===== src/design/quoted_command_tokenizer_top_assert.svh =====
// assertion macros for the quoted command tokenizer
// expects clk and arst_n in the scope of the module that includes it
`ifndef QUOTED_COMMAND_TOKENIZER_TOP_ASSERT_SVH
`define QUOTED_COMMAND_TOKENIZER_TOP_ASSERT_SVH

// checked only while out of reset
`define QCT_ASSERT(lbl, prop) \
	lbl: assert property (@(posedge clk) disable iff (!arst_n) prop) \
		else $error("qct assertion failed");

// checked during reset too
`define QCT_ASSERT_ALWAYS(lbl, prop) \
	lbl: assert property (@(posedge clk) prop) \
		else $error("qct assertion failed");

`endif


===== src/design/qct_pkg.sv =====
// types and constants shared by the quoted command tokenizer modules
// no dependencies
package qct_pkg;

	localparam int unsigned CHAR_W = 8;
	localparam int unsigned MAX_RES = 3;

	// character codes
	localparam logic [CHAR_W-1:0] CH_SPACE  = 8'h20;
	localparam logic [CHAR_W-1:0] CH_TAB    = 8'h09;
	localparam logic [CHAR_W-1:0] CH_CR     = 8'h0D;
	localparam logic [CHAR_W-1:0] CH_DQUOTE = 8'h22;
	localparam logic [CHAR_W-1:0] CH_SQUOTE = 8'h27;

	// open quote kinds
	localparam logic [1:0] QK_NONE   = 2'd0;
	localparam logic [1:0] QK_DOUBLE = 2'd1;
	localparam logic [1:0] QK_SINGLE = 2'd2;

	// configuration register indexes
	localparam logic CFG_SEPARATOR  = 1'b0;
	localparam logic CFG_TERMINATOR = 1'b1;

	typedef struct packed {
		logic [1:0] open_quote;
		logic       awaiting;
		logic       skipping;
	} qct_state_t;

	// up to three characters made by one input beat
	typedef struct packed {
		logic [1:0]                     cnt;
		logic [MAX_RES-1:0][CHAR_W-1:0] chars;
		logic                           last;
	} qct_res_t;

	typedef struct packed {
		logic free;
		logic busy;
	} qct_buf_status_t;

endpackage


===== src/design/quoted_command_tokenizer_top.sv =====
// Quoted command tokenizer: takes one command character per beat and emits the
// token stream (separators for blank runs and closing quotes, quoted text kept
// verbatim, empty quote pairs literal, terminator flagged last at the end).
// Throughput is one character per cycle when out_stall is low and a character
// yields at most one output beat; a character with two or three beats holds
// in_stall while the three-entry result register drains one beat per cycle
// with out_stall low. Beats pass the input register, then the result register.
// Configuration writes are always ready and must only happen while idle.
// Depends on qct_pkg, qct_step, qct_outbuf and the assertion header.
module quoted_command_tokenizer_top (
	input  logic       clk,
	input  logic       arst_n,
	input  logic       in_valid,
	output logic       in_stall,
	input  logic [7:0] in_char,
	input  logic       in_last,
	output logic       out_valid,
	input  logic       out_stall,
	output logic [7:0] out_char,
	output logic       out_last,
	input  logic       cfg_valid,
	output logic       cfg_ready,
	input  logic       cfg_index,
	input  logic [7:0] cfg_data
);
	import qct_pkg::*;

	logic            valid_s1;
	logic [7:0]      char_s1;
	logic            last_s1;
	logic [7:0]      separator_q;
	logic [7:0]      terminator_q;
	qct_state_t      state_q;
	qct_state_t      next_state;
	qct_res_t        res;
	qct_buf_status_t buf_status;
	logic            advance;

	assign cfg_ready = 1'b1;

	// configuration registers
	always_ff @(posedge clk or negedge arst_n) begin
		if (!arst_n) begin
			separator_q <= '0;
			terminator_q <= '0;
		end else if (cfg_valid) begin
			case (cfg_index)
				CFG_SEPARATOR: separator_q <= cfg_data;
				CFG_TERMINATOR: terminator_q <= cfg_data;
				default: separator_q <= separator_q;
			endcase
		end
	end

	// an item with no output beat never waits for the result register
	assign advance = valid_s1 && ((res.cnt == 2'd0) || buf_status.free);
	assign in_stall = valid_s1 && !advance;

	// input register
	always_ff @(posedge clk or negedge arst_n) begin
		if (!arst_n) begin
			valid_s1 <= 1'b0;
		end else if (!in_stall) begin
			valid_s1 <= in_valid;
		end
	end

	always_ff @(posedge clk) begin
		if (!in_stall && in_valid) begin
			char_s1 <= in_char;
			last_s1 <= in_last;
		end
	end

	// tokenizer state
	always_ff @(posedge clk or negedge arst_n) begin
		if (!arst_n) begin
			state_q <= '0;
		end else if (advance) begin
			state_q <= next_state;
		end
	end

	qct_step u_step (
		.in_char         (char_s1),
		.in_last         (last_s1),
		.separator_char  (separator_q),
		.terminator_char (terminator_q),
		.state           (state_q),
		.next_state      (next_state),
		.res             (res)
	);

	qct_outbuf u_outbuf (
		.clk       (clk),
		.arst_n    (arst_n),
		.load      (advance && (res.cnt != 2'd0)),
		.load_res  (res),
		.out_stall (out_stall),
		.out_valid (out_valid),
		.out_char  (out_char),
		.out_last  (out_last),
		.status    (buf_status)
	);

	// checks
	`include "quoted_command_tokenizer_top_assert.svh"

	`QCT_ASSERT_ALWAYS(a_stall_needs_item, in_stall |-> valid_s1)
	`QCT_ASSERT(a_last_clears_state, (advance && last_s1) |=> (state_q == '0))
	`QCT_ASSERT(a_empty_buf_is_free, (!buf_status.busy) |-> buf_status.free)

endmodule


===== src/design/qct_step.sv =====
// next-state and result logic for one command character
// depends on qct_pkg
module qct_step (
	input  logic [7:0]          in_char,
	input  logic                in_last,
	input  logic [7:0]          separator_char,
	input  logic [7:0]          terminator_char,
	input  qct_pkg::qct_state_t state,
	output qct_pkg::qct_state_t next_state,
	output qct_pkg::qct_res_t   res
);
	import qct_pkg::*;

	logic [CHAR_W-1:0] c;
	logic [1:0]        kind;
	logic              blank;
	logic [1:0]        n;
	qct_state_t        ns;

	// terminator counts as a space
	assign c = (in_char == terminator_char) ? CH_SPACE : in_char;
	assign blank = ((c >= CH_TAB) && (c <= CH_CR)) || (c == CH_SPACE);

	always_comb begin
		if (c == CH_DQUOTE) begin
			kind = QK_DOUBLE;
		end else if (c == CH_SQUOTE) begin
			kind = QK_SINGLE;
		end else begin
			kind = QK_NONE;
		end
	end

	// main character decision
	always_comb begin
		ns = state;
		n = 2'd0;
		res.chars = '0;
		res.last = in_last;
		if (state.awaiting) begin
			ns.awaiting = 1'b0;
			if ((state.open_quote != QK_NONE) && (kind == state.open_quote)) begin
				// empty quote pair passes through literally
				res.chars[0] = c;
				res.chars[1] = c;
				n = 2'd2;
				ns.open_quote = QK_NONE;
			end else begin
				if (state.open_quote == QK_NONE) begin
					ns.open_quote = QK_DOUBLE;
				end
				res.chars[0] = c;
				n = 2'd1;
			end
		end else if (state.open_quote != QK_NONE) begin
			if (kind == state.open_quote) begin
				res.chars[0] = separator_char;
				n = 2'd1;
				ns.open_quote = QK_NONE;
				ns.skipping = 1'b1;
			end else begin
				res.chars[0] = c;
				n = 2'd1;
			end
		end else if (kind != QK_NONE) begin
			ns.open_quote = kind;
			ns.awaiting = 1'b1;
			ns.skipping = 1'b0;
		end else if (blank) begin
			if (!state.skipping) begin
				res.chars[0] = separator_char;
				n = 2'd1;
				ns.skipping = 1'b1;
			end
		end else begin
			res.chars[0] = c;
			n = 2'd1;
			ns.skipping = 1'b0;
		end

		// end of command appends the terminator and clears state
		if (in_last) begin
			case (n)
				2'd0: res.chars[0] = terminator_char;
				2'd1: res.chars[1] = terminator_char;
				2'd2: res.chars[2] = terminator_char;
				default: res.chars[0] = terminator_char;
			endcase
			n = n + 2'd1;
			ns = '0;
		end
		res.cnt = n;
		next_state = ns;
	end

endmodule


===== src/design/qct_outbuf.sv =====
// result register holding up to three characters, drained one beat a cycle while out_stall is low
// depends on qct_pkg
module qct_outbuf (
	input  logic                     clk,
	input  logic                     arst_n,
	input  logic                     load,
	input  qct_pkg::qct_res_t        load_res,
	input  logic                     out_stall,
	output logic                     out_valid,
	output logic [7:0]               out_char,
	output logic                     out_last,
	output qct_pkg::qct_buf_status_t status
);
	import qct_pkg::*;

	logic [1:0]                     cnt_q;
	logic [1:0]                     idx_q;
	logic [MAX_RES-1:0][CHAR_W-1:0] chars_q;
	logic                           last_q;
	logic                           pop;
	logic                           final_pos;

	assign out_valid = (cnt_q != 2'd0);
	assign pop = out_valid && !out_stall;
	assign final_pos = (idx_q == (cnt_q - 2'd1));

	// buffer can take a new item once its last beat leaves
	assign status.free = (cnt_q == 2'd0) || (pop && final_pos);
	assign status.busy = out_valid;

	// count and read index
	always_ff @(posedge clk or negedge arst_n) begin
		if (!arst_n) begin
			cnt_q <= 2'd0;
			idx_q <= 2'd0;
		end else if (load) begin
			cnt_q <= load_res.cnt;
			idx_q <= 2'd0;
		end else if (pop) begin
			if (final_pos) begin
				cnt_q <= 2'd0;
				idx_q <= 2'd0;
			end else begin
				idx_q <= idx_q + 2'd1;
			end
		end
	end

	// payload
	always_ff @(posedge clk) begin
		if (load) begin
			chars_q <= load_res.chars;
			last_q <= load_res.last;
		end
	end

	always_comb begin
		case (idx_q)
			2'd0: out_char = chars_q[0];
			2'd1: out_char = chars_q[1];
			2'd2: out_char = chars_q[2];
			default: out_char = chars_q[0];
		endcase
	end

	assign out_last = last_q && final_pos;

endmodule

===== config.mk =====
export PLATFORM = sky130hd
export DESIGN_NAME = quoted_command_tokenizer_top
export DESIGN_NICKNAME = d
export VERILOG_FILES = /design/src/design/qct_pkg.sv /design/src/design/quoted_command_tokenizer_top.sv /design/src/design/qct_step.sv /design/src/design/qct_outbuf.sv
export VERILOG_INCLUDE_DIRS = /design/src /design/src/design
export SDC_FILE = /design/constraint.sdc
export NUM_CORES = 1
export LEC_CHECK = 0
export BUFFER_PORTS_ARGS = -buffer_cell sky130_fd_sc_hd__buf_2
export CORE_MARGIN = 3
export CORE_UTILIZATION = 36
export DETAILED_ROUTE_END_ITERATION = 6
export GPL_TIMING_DRIVEN = 0
export REMOVE_ABC_BUFFERS = 1
export SKIP_LAST_GASP = 1
export SYNTH_ARGS = -nofsm -noshare
export SYNTH_HDL_FRONTEND = slang
export SYNTH_SLANG_ARGS = --single-unit

===== constraint.sdc =====
create_clock -name clk -period 4.7 [get_ports clk]
set_input_delay 0.47 -clock clk [delete_from_list [all_inputs] [get_ports clk]]
set_output_delay 0.47 -clock clk [all_outputs]
set_load 0.02 [all_outputs]

==> run_results.csv, run 1 <==
group,metric,value,unit
cells_and_area,layout.cells.most_common,"sky130_fd_sc_hd__edfxtp_1",
floorplan,chipWidth,99.7,um
floorplan,die_height,99.7,um
sta,finClkSkew,0.00878,ns
floorplan,floorplan.io_pins,35,
job,drv.max_cap_violation_count,0,
synth,post_synth_mux_area_share,6.74,%
worst_setup_path,worst_setup_path_end_kind,"flip-flop",
sta,final-setup-viol-count,0,
global_route,grt_remaining_overflow,0,
sta,timing.final.max_slew_violations,0,
synth,dominantRegCellSynth,"sky130_fd_sc_hd__edfxtp_1",
global_route,grtUsageMet1,20.7,%
power,worst_voltage_drop_across_the_vdd_grid,0.193,mV
synth,synth-compound-area-share,16.5,%
clock_network,cts_root_buf,"sky130_fd_sc_hd__clkbuf_8",
power,flop_pwr_share,40.7,%
floorplan,floorplan.core_area,0.00838,sq mm
power,cell_internal_pwr,1.39,mW
routing,drtIter0Drc,111,
cells_and_area,ratio_of_cells_with_drive_above_1_in_the_final_layout,25.6,%
worst_setup_path,crit-reg2reg-launch,"char_s1[1]",
synth,ys_ff_latch,59,
worst_setup_path,worstSetupStartpointType,"flip-flop",
routing,detailroute.via_count,2160,
routing,routed_wl,6700,um
synth,sequential_to_total_area_share_from_yosys_stat,52.1,%
power,total_switching_power,854,uW
worst_setup_path,r2r_cells,6,
sta,post-route-min-period,3.18,ns
floorplan,floorplan.initialDensity,37.7,%
worst_setup_path,worstPathRequired,4.65,ns
power,power.clock.fraction,23.4,%
synth,ys_warn_count,0,
synth,synth_async_sr_flop_share,42.4,%
synth,edff_count_synth,34,
clock_network,cts_buffers,9,
cells_and_area,final-instance-count-excl-fill,413,
clock_network,worst_skew_pair.late_latency,0.34,ns
synth,synthCells,274,
worst_hold_path,timing.hold.worst.class,"in2async",
synth,synthesis.area,0.00316,sq mm
worst_setup_path,timing.reg2reg.setup_slack,1.52,ns
global_route,top_usage_layer,"met2",
global_route,met3_usage,3.37,%
routing,detailedRoute.firstPassIterationCount,4,
outcome,status,"complete, no violations",
synth,synth_top_family_by_area,"compound AO/OA/AOI/OAI gates",
clock_network,cts_buffer_depth,2,
clock_network,clkSlewWorstSetupHoldPaths,0.07,ns
sta,worst_slew_pin_slew,1.14,ns
routing,post-route-drc-count,0,
clock_network,post_cts.repair.setup_buffers,0,
global_route,vias_in_the_first_global_route,2186,
cells_and_area,n_antenna_cell,0,
synth,synthXorXnorAreaFrac,3.33,%
synth,synth_adder_area_share,1.19,%
place,detailedPlacementHpwl,4660,um
sta,rsz_0062_raised_after_global_routing,"no",
global_route,grt_pass1_wl,11400,um
place,gpl.final_weighted_congestion,0.875,
worst_setup_path,startpoint,"char_s1[1]",
worst_setup_path,crit_path_arrival_time,3.13,ns
global_route,grt_antenna_before_repair,0,
global_route,largest_net_degree_at_the_start_of_global_routing,28,
place,place_inst,397,
power,switching_share,38.1,%
routing,postRouteAntennaNets,0,
worst_setup_path,path_class,"reg2reg",
routing,vias_per_cell,5.23,
cells_and_area,area_delta_synth_final,13.4,%
cells_and_area,most-common-layout-cells,"sky130_fd_sc_hd__edfxtp_1 (34), sky130_fd_sc_hd__buf_2 (33), sky130_fd_sc_hd__dfrtp_1 (25)",
place,place.port_buffers,33,
worst_setup_path,path_max_fanout,27,
clock_network,cts_hold_repair.buffers,0,
clock_network,cts_tree,"yes",
cells_and_area,nNetsFinal,329,
power,comb_power_share,36.0,%
power,p_per_area,626,mW/mm^2
synth,mean_post_synth_cell_area,11.5,sq um
worst_setup_path,r2r-end,"u_outbuf.chars_q[8]",
clock_network,post_cts.resized_instances,0,
sta,final_min_period_over_clock_period,67.6,%
clock_network,cts.sink_count,59,
power,p_leak,1.46,nW
clock_network,htreeDepth,3,
synth,synth_simple_gate_area_share,16.1,%
synth,synth.lib_cells_used.distinct,61,
sta,final.setup.tns,0,ns
sta,relSlewSlack,23.8,%
sta,achievable-frequency,315,MHz
routing,wl_per_cell,16.2,um
floorplan,floorplan.die_area,0.00993,sq mm
floorplan,row_count,33,
sta,hold_viol_final,0,
global_route,grt.total_usage,14.9,%
global_route,globalRouteMet2Util,22.3,%
worst max-delay path, cell delays in order, from the launching register on:
cell                       delay [ns]
sky130_fd_sc_hd__edfxtp_1        0.53
sky130_fd_sc_hd__xor2_1          0.20
sky130_fd_sc_hd__nor4_2          0.41
sky130_fd_sc_hd__a21bo_1         0.18
sky130_fd_sc_hd__nand3_1         0.13
sky130_fd_sc_hd__a21boi_1        0.38
sky130_fd_sc_hd__and2_1          0.96
registers in the layout (all words and copies together) (netlist names), 2 cells and up:
signal and count:
u_outbuf.chars_q 24, char_s1 8, separator_q 8, terminator_q 8, state_q 4, u_outbuf.cnt_q 2, u_outbuf.idx_q 2
how the worst max path moves through the flow:
| stage | to | slack, ns |
|---|---|---|
| CTS | u_outbuf.chars_q[8] | 1.50 |
| detailed placement | u_outbuf.chars_q[20] | 1.51 |
| finish | u_outbuf.chars_q[8] | 1.52 |
| global placement | u_outbuf.chars_q[7] | 1.55 |
| floorplan | char_s1[0] | 2.09 |
| global route | u_outbuf.chars_q[2] | 1.25 |
cells in the mapped netlist, types with 7 or more instances:
library cell / instances / share of area, %
sky130_fd_sc_hd__a21oi_1: 7 / 1.1
sky130_fd_sc_hd__a21o_1: 8 / 1.9
sky130_fd_sc_hd__mux2_2: 17 / 6.1
sky130_fd_sc_hd__a22oi_1: 9 / 2.1
sky130_fd_sc_hd__nor2b_1: 7 / 1.4
sky130_fd_sc_hd__xor2_1: 8 / 2.2
sky130_fd_sc_hd__nor2_1: 12 / 1.4
sky130_fd_sc_hd__dfrtp_1: 25 / 20
sky130_fd_sc_hd__and2_1: 10 / 2.0
sky130_fd_sc_hd__and3_1: 9 / 1.8
sky130_fd_sc_hd__edfxtp_1: 34 / 32
sky130_fd_sc_hd__o21ai_0: 14 / 2.2
sky130_fd_sc_hd__nand2_1: 21 / 2.5
area by class of cell:
class,count,area (sq um)
Inverter,6,22.5
Sequential cell,59,1650
Tap cell,105,131
Fill cell,806,4800
Clock buffer,9,124
Clock inverter,7,100
Timing Repair Buffer,33,165
Multi-Input combinational cell,194,1390
logic make-up after synthesis:
family          after synthesis
simple gates                 87
compound gates               72
flops                        59
buf+inv                      21
mux                          19
xor+xnor                     12
fa+ha+maj                     3
other cells                   1
through the flow:
stage	worst slack [ns]	utilization (%)	power, mW	hold slack (ns)	area, sq um
3_5_place_dp	1.51	40.0	1.73	0.496	3360
3_3_place_gp	1.55	40.0	1.72	0.493	3360
2_1_floorplan	2.09	-	1.48	0.174	3060
4_1_cts	1.50	42.7	2.26	0.139	3580
6_report	1.52	42.7	2.24	0.138	3580
5_1_grt	1.25	42.7	2.41	0.166	3580
power by group through the flow:
| stage | Combinational, mW | Clock, mW | Sequential [mW] |
|---|---|---|---|
| after floorplan | 0.601 | 0 | 0.878 |
| after global placement | 0.802 | 0 | 0.916 |
| after detailed placement | 0.814 | 0 | 0.920 |
| after CTS | 0.817 | 0.537 | 0.910 |
| after global routing | 0.912 | 0.565 | 0.937 |
| final | 0.805 | 0.524 | 0.911 |
per-layer routing:
layer	vias up	share of wire [%]
li1	1079	-
met1	1032	49
met2	47	47
met3	2	3.7
met4	0	0.13
met5	-	0
No activity file was read; power rests on OpenSTA's default activity.
==> inputs of run 2 (changes only) <==
==> constraint.sdc (replaced) <==
create_clock -name clk -period 3.2 [get_ports clk]
set_input_delay 0.32 -clock clk [delete_from_list [all_inputs] [get_ports clk]]
set_output_delay 0.32 -clock clk [all_outputs]
set_load 0.02 [all_outputs]
==> run_results.csv, run 2 (same netlist as run 1, synthesis figures left out) <==
group,metric,value,unit
worst_setup_path,startpoint,"char_s1[1]",
worst_setup_path,crit_path_arrival_time,2.65,ns
routing,drtIter0Drc,84,
routing,routed_wl,6700,um
worst_setup_path,r2r_cells,7,
clock_network,worst_skew_pair.late_latency,0.34,ns
place,preCtsSetupSlack,0.00874,ns
floorplan,floorplan.die_area,0.00993,sq mm
power,p_leak,1.47,nW
worst_hold_path,min_path_cells,1,
clock_network,cts.sink_count,59,
global_route,largest_net_degree_at_the_start_of_global_routing,28,
worst_setup_path,worstSetupStartpointType,"flip-flop",
clock_network,htreeDepth,3,
routing,detailedRoute.firstPassIterationCount,5,
global_route,grt_remaining_overflow,0,
place,gpl.final_weighted_congestion,0.875,
sta,worst_slack,0.226,ns
job,drv.max_cap_violation_count,0,
routing,wl_per_cell,16.2,um
sta,relSlewSlack,45.8,%
floorplan,floorplan.core_area,0.00838,sq mm
clock_network,cts_buffer_depth,2,
sta,timing.final.max_slew_violations,0,
cells_and_area,layout.cells.most_common,"sky130_fd_sc_hd__edfxtp_1",
cells_and_area,registers.top_by_ff_count,"u_outbuf.chars_q",
floorplan,row_count,33,
clock_network,clkSlewWorstSetupHoldPaths,0.08,ns
sta,final-setup-viol-count,0,
sta,achievable-frequency,336,MHz
global_route,grt_pass1_wl,11400,um
global_route,grt_antenna_before_repair,0,
worst_setup_path,crit-reg2reg-launch,"char_s1[0]",
worst_setup_path,path_class,"reg2out",
routing,postRouteAntennaNets,0,
cells_and_area,largest_register_ffs,24,
sta,final.setup.tns,0,ns
cells_and_area,nNetsFinal,330,
sta,finClkSkew,0.00938,ns
sta,hold_viol_final,0,
sta,worst_slew_pin_slew,0.812,ns
worst_setup_path,worst_setup_path_end_kind,"output pin",
cells_and_area,final-instance-count-excl-fill,414,
floorplan,floorplan.io_pins,35,
outcome,status,"complete, no violations",
sta,final_min_period_over_clock_period,92.9,%
cells_and_area,most-common-layout-cells,"sky130_fd_sc_hd__edfxtp_1 (34), sky130_fd_sc_hd__buf_2 (33), sky130_fd_sc_hd__dfrtp_1 (25)",
worst_hold_path,timing.hold.worst_endpoint,"last_s1",
worst_setup_path,timing.reg2reg.setup_slack,0.29,ns
cells_and_area,area_delta_synth_final,13.7,%
worst_setup_path,path_max_fanout,9,
global_route,vias_in_the_first_global_route,2196,
worst_hold_path,min-delay-start,"in_last",
worst_hold_path,timing.hold.worst.class,"in2reg",
cells_and_area,final_core_utilization,42.8,%
worst_setup_path,worstPathRequired,2.88,ns
floorplan,floorplan.initialDensity,37.7,%
power,p_per_area,915,mW/mm^2
routing,post-route-drc-count,0,
floorplan,die_height,99.7,um
power,worst_voltage_drop_across_the_vdd_grid,0.284,mV
sta,rsz_0062_raised_after_global_routing,"no",
sta,post-route-min-period,2.97,ns
worst_setup_path,r2r-end,"char_s1[4]",
place,detailedPlacementHpwl,4660,um
place,place.port_buffers,33,
routing,vias_per_cell,5.27,
floorplan,chipWidth,99.7,um
clock_network,cts_root_buf,"sky130_fd_sc_hd__clkbuf_8",
place,place_inst,397,
global_route,grt.total_usage,14.9,%
clock_network,cts_buffers,9,
routing,detailroute.via_count,2183,
clock_network,cts_tree,"yes",
cells_and_area,n_antenna_cell,0,
cells_and_area,ratio_of_cells_with_drive_above_1_in_the_final_layout,25.9,%
[run 2: cell types whose count changed in the layout (fill, tap and decap cells not counted)]
| cell | previous run | this run |
|---|---|---|
| sky130_fd_sc_hd__dlygate4sd3_1 | 0 | 1 |
| sky130_fd_sc_hd__and2_2 | 0 | 1 |
| sky130_fd_sc_hd__and2_1 | 10 | 9 |
[run 2: worst max-delay path: stages, from the launching register on]
cell	delay, ns
sky130_fd_sc_hd__edfxtp_1	0.53
sky130_fd_sc_hd__xor2_1	0.20
sky130_fd_sc_hd__nor4_2	0.41
sky130_fd_sc_hd__a21bo_1	0.18
sky130_fd_sc_hd__nand3_1	0.13
sky130_fd_sc_hd__a21boi_1	0.38
sky130_fd_sc_hd__nor2b_1	0.28
sky130_fd_sc_hd__buf_2	0.21
[run 2: how the worst max path moves through the flow]
| stage | to | slack [ns] | cells past startpoint |
|---|---|---|---|
| after floorplan | char_s1[0] | 0.59 | 7 |
| after global placement | u_outbuf.chars_q[7] | 0.05 | 6 |
| after detailed placement | u_outbuf.chars_q[20] | 0.009 | 6 |
| after CTS | in_stall | 0.21 | 7 |
| after global routing | in_stall | 0.03 | 7 |
| final | in_stall | 0.23 | 7 |
[run 2: through the flow]
stage | hold slack [ns] | total power, mW | area (sq um)
detailed placement | 0.369 | 2.55 | 3360
finish | 0.149 | 3.29 | 3590
global route | 0.137 | 3.54 | 3590
floorplan | 0.0244 | 2.17 | 3060
CTS | 0.128 | 3.32 | 3590
global placement | 0.366 | 2.52 | 3360
[run 2: power breakdown]
group | total [mW] | internal (mW) | leakage (nW) | switching [mW]
Clock | 0.772 | 0.444 | 0.114 | 0.329
Combinational | 1.18 | 0.442 | 0.725 | 0.742
Sequential | 1.33 | 1.15 | 0.631 | 0.183
[run 2: metal layers]
metal	track usage [%]	share of wire (%)
met4	6.20	0.90
met1	20.7	48
met3	3.37	4.2
met5	0	0
met2	22.4	47
[run 2: cell type report]
class / count / area, sq um
Sequential cell: 59 / 1650
Multi-Input combinational cell: 194 / 1390
Inverter: 6 / 22.5
Fill cell: 807 / 4790
Tap cell: 105 / 131
Clock buffer: 9 / 124
Timing Repair Buffer: 34 / 175
Clock inverter: 7 / 100
[run 2: repair_timing]
item	CTS	global route
endpoints found under the hold margin	22	0
gates resized for setup	1	0
endpoints found under the setup margin	14	0
setup buffers	0	0
hold buffers	1	0
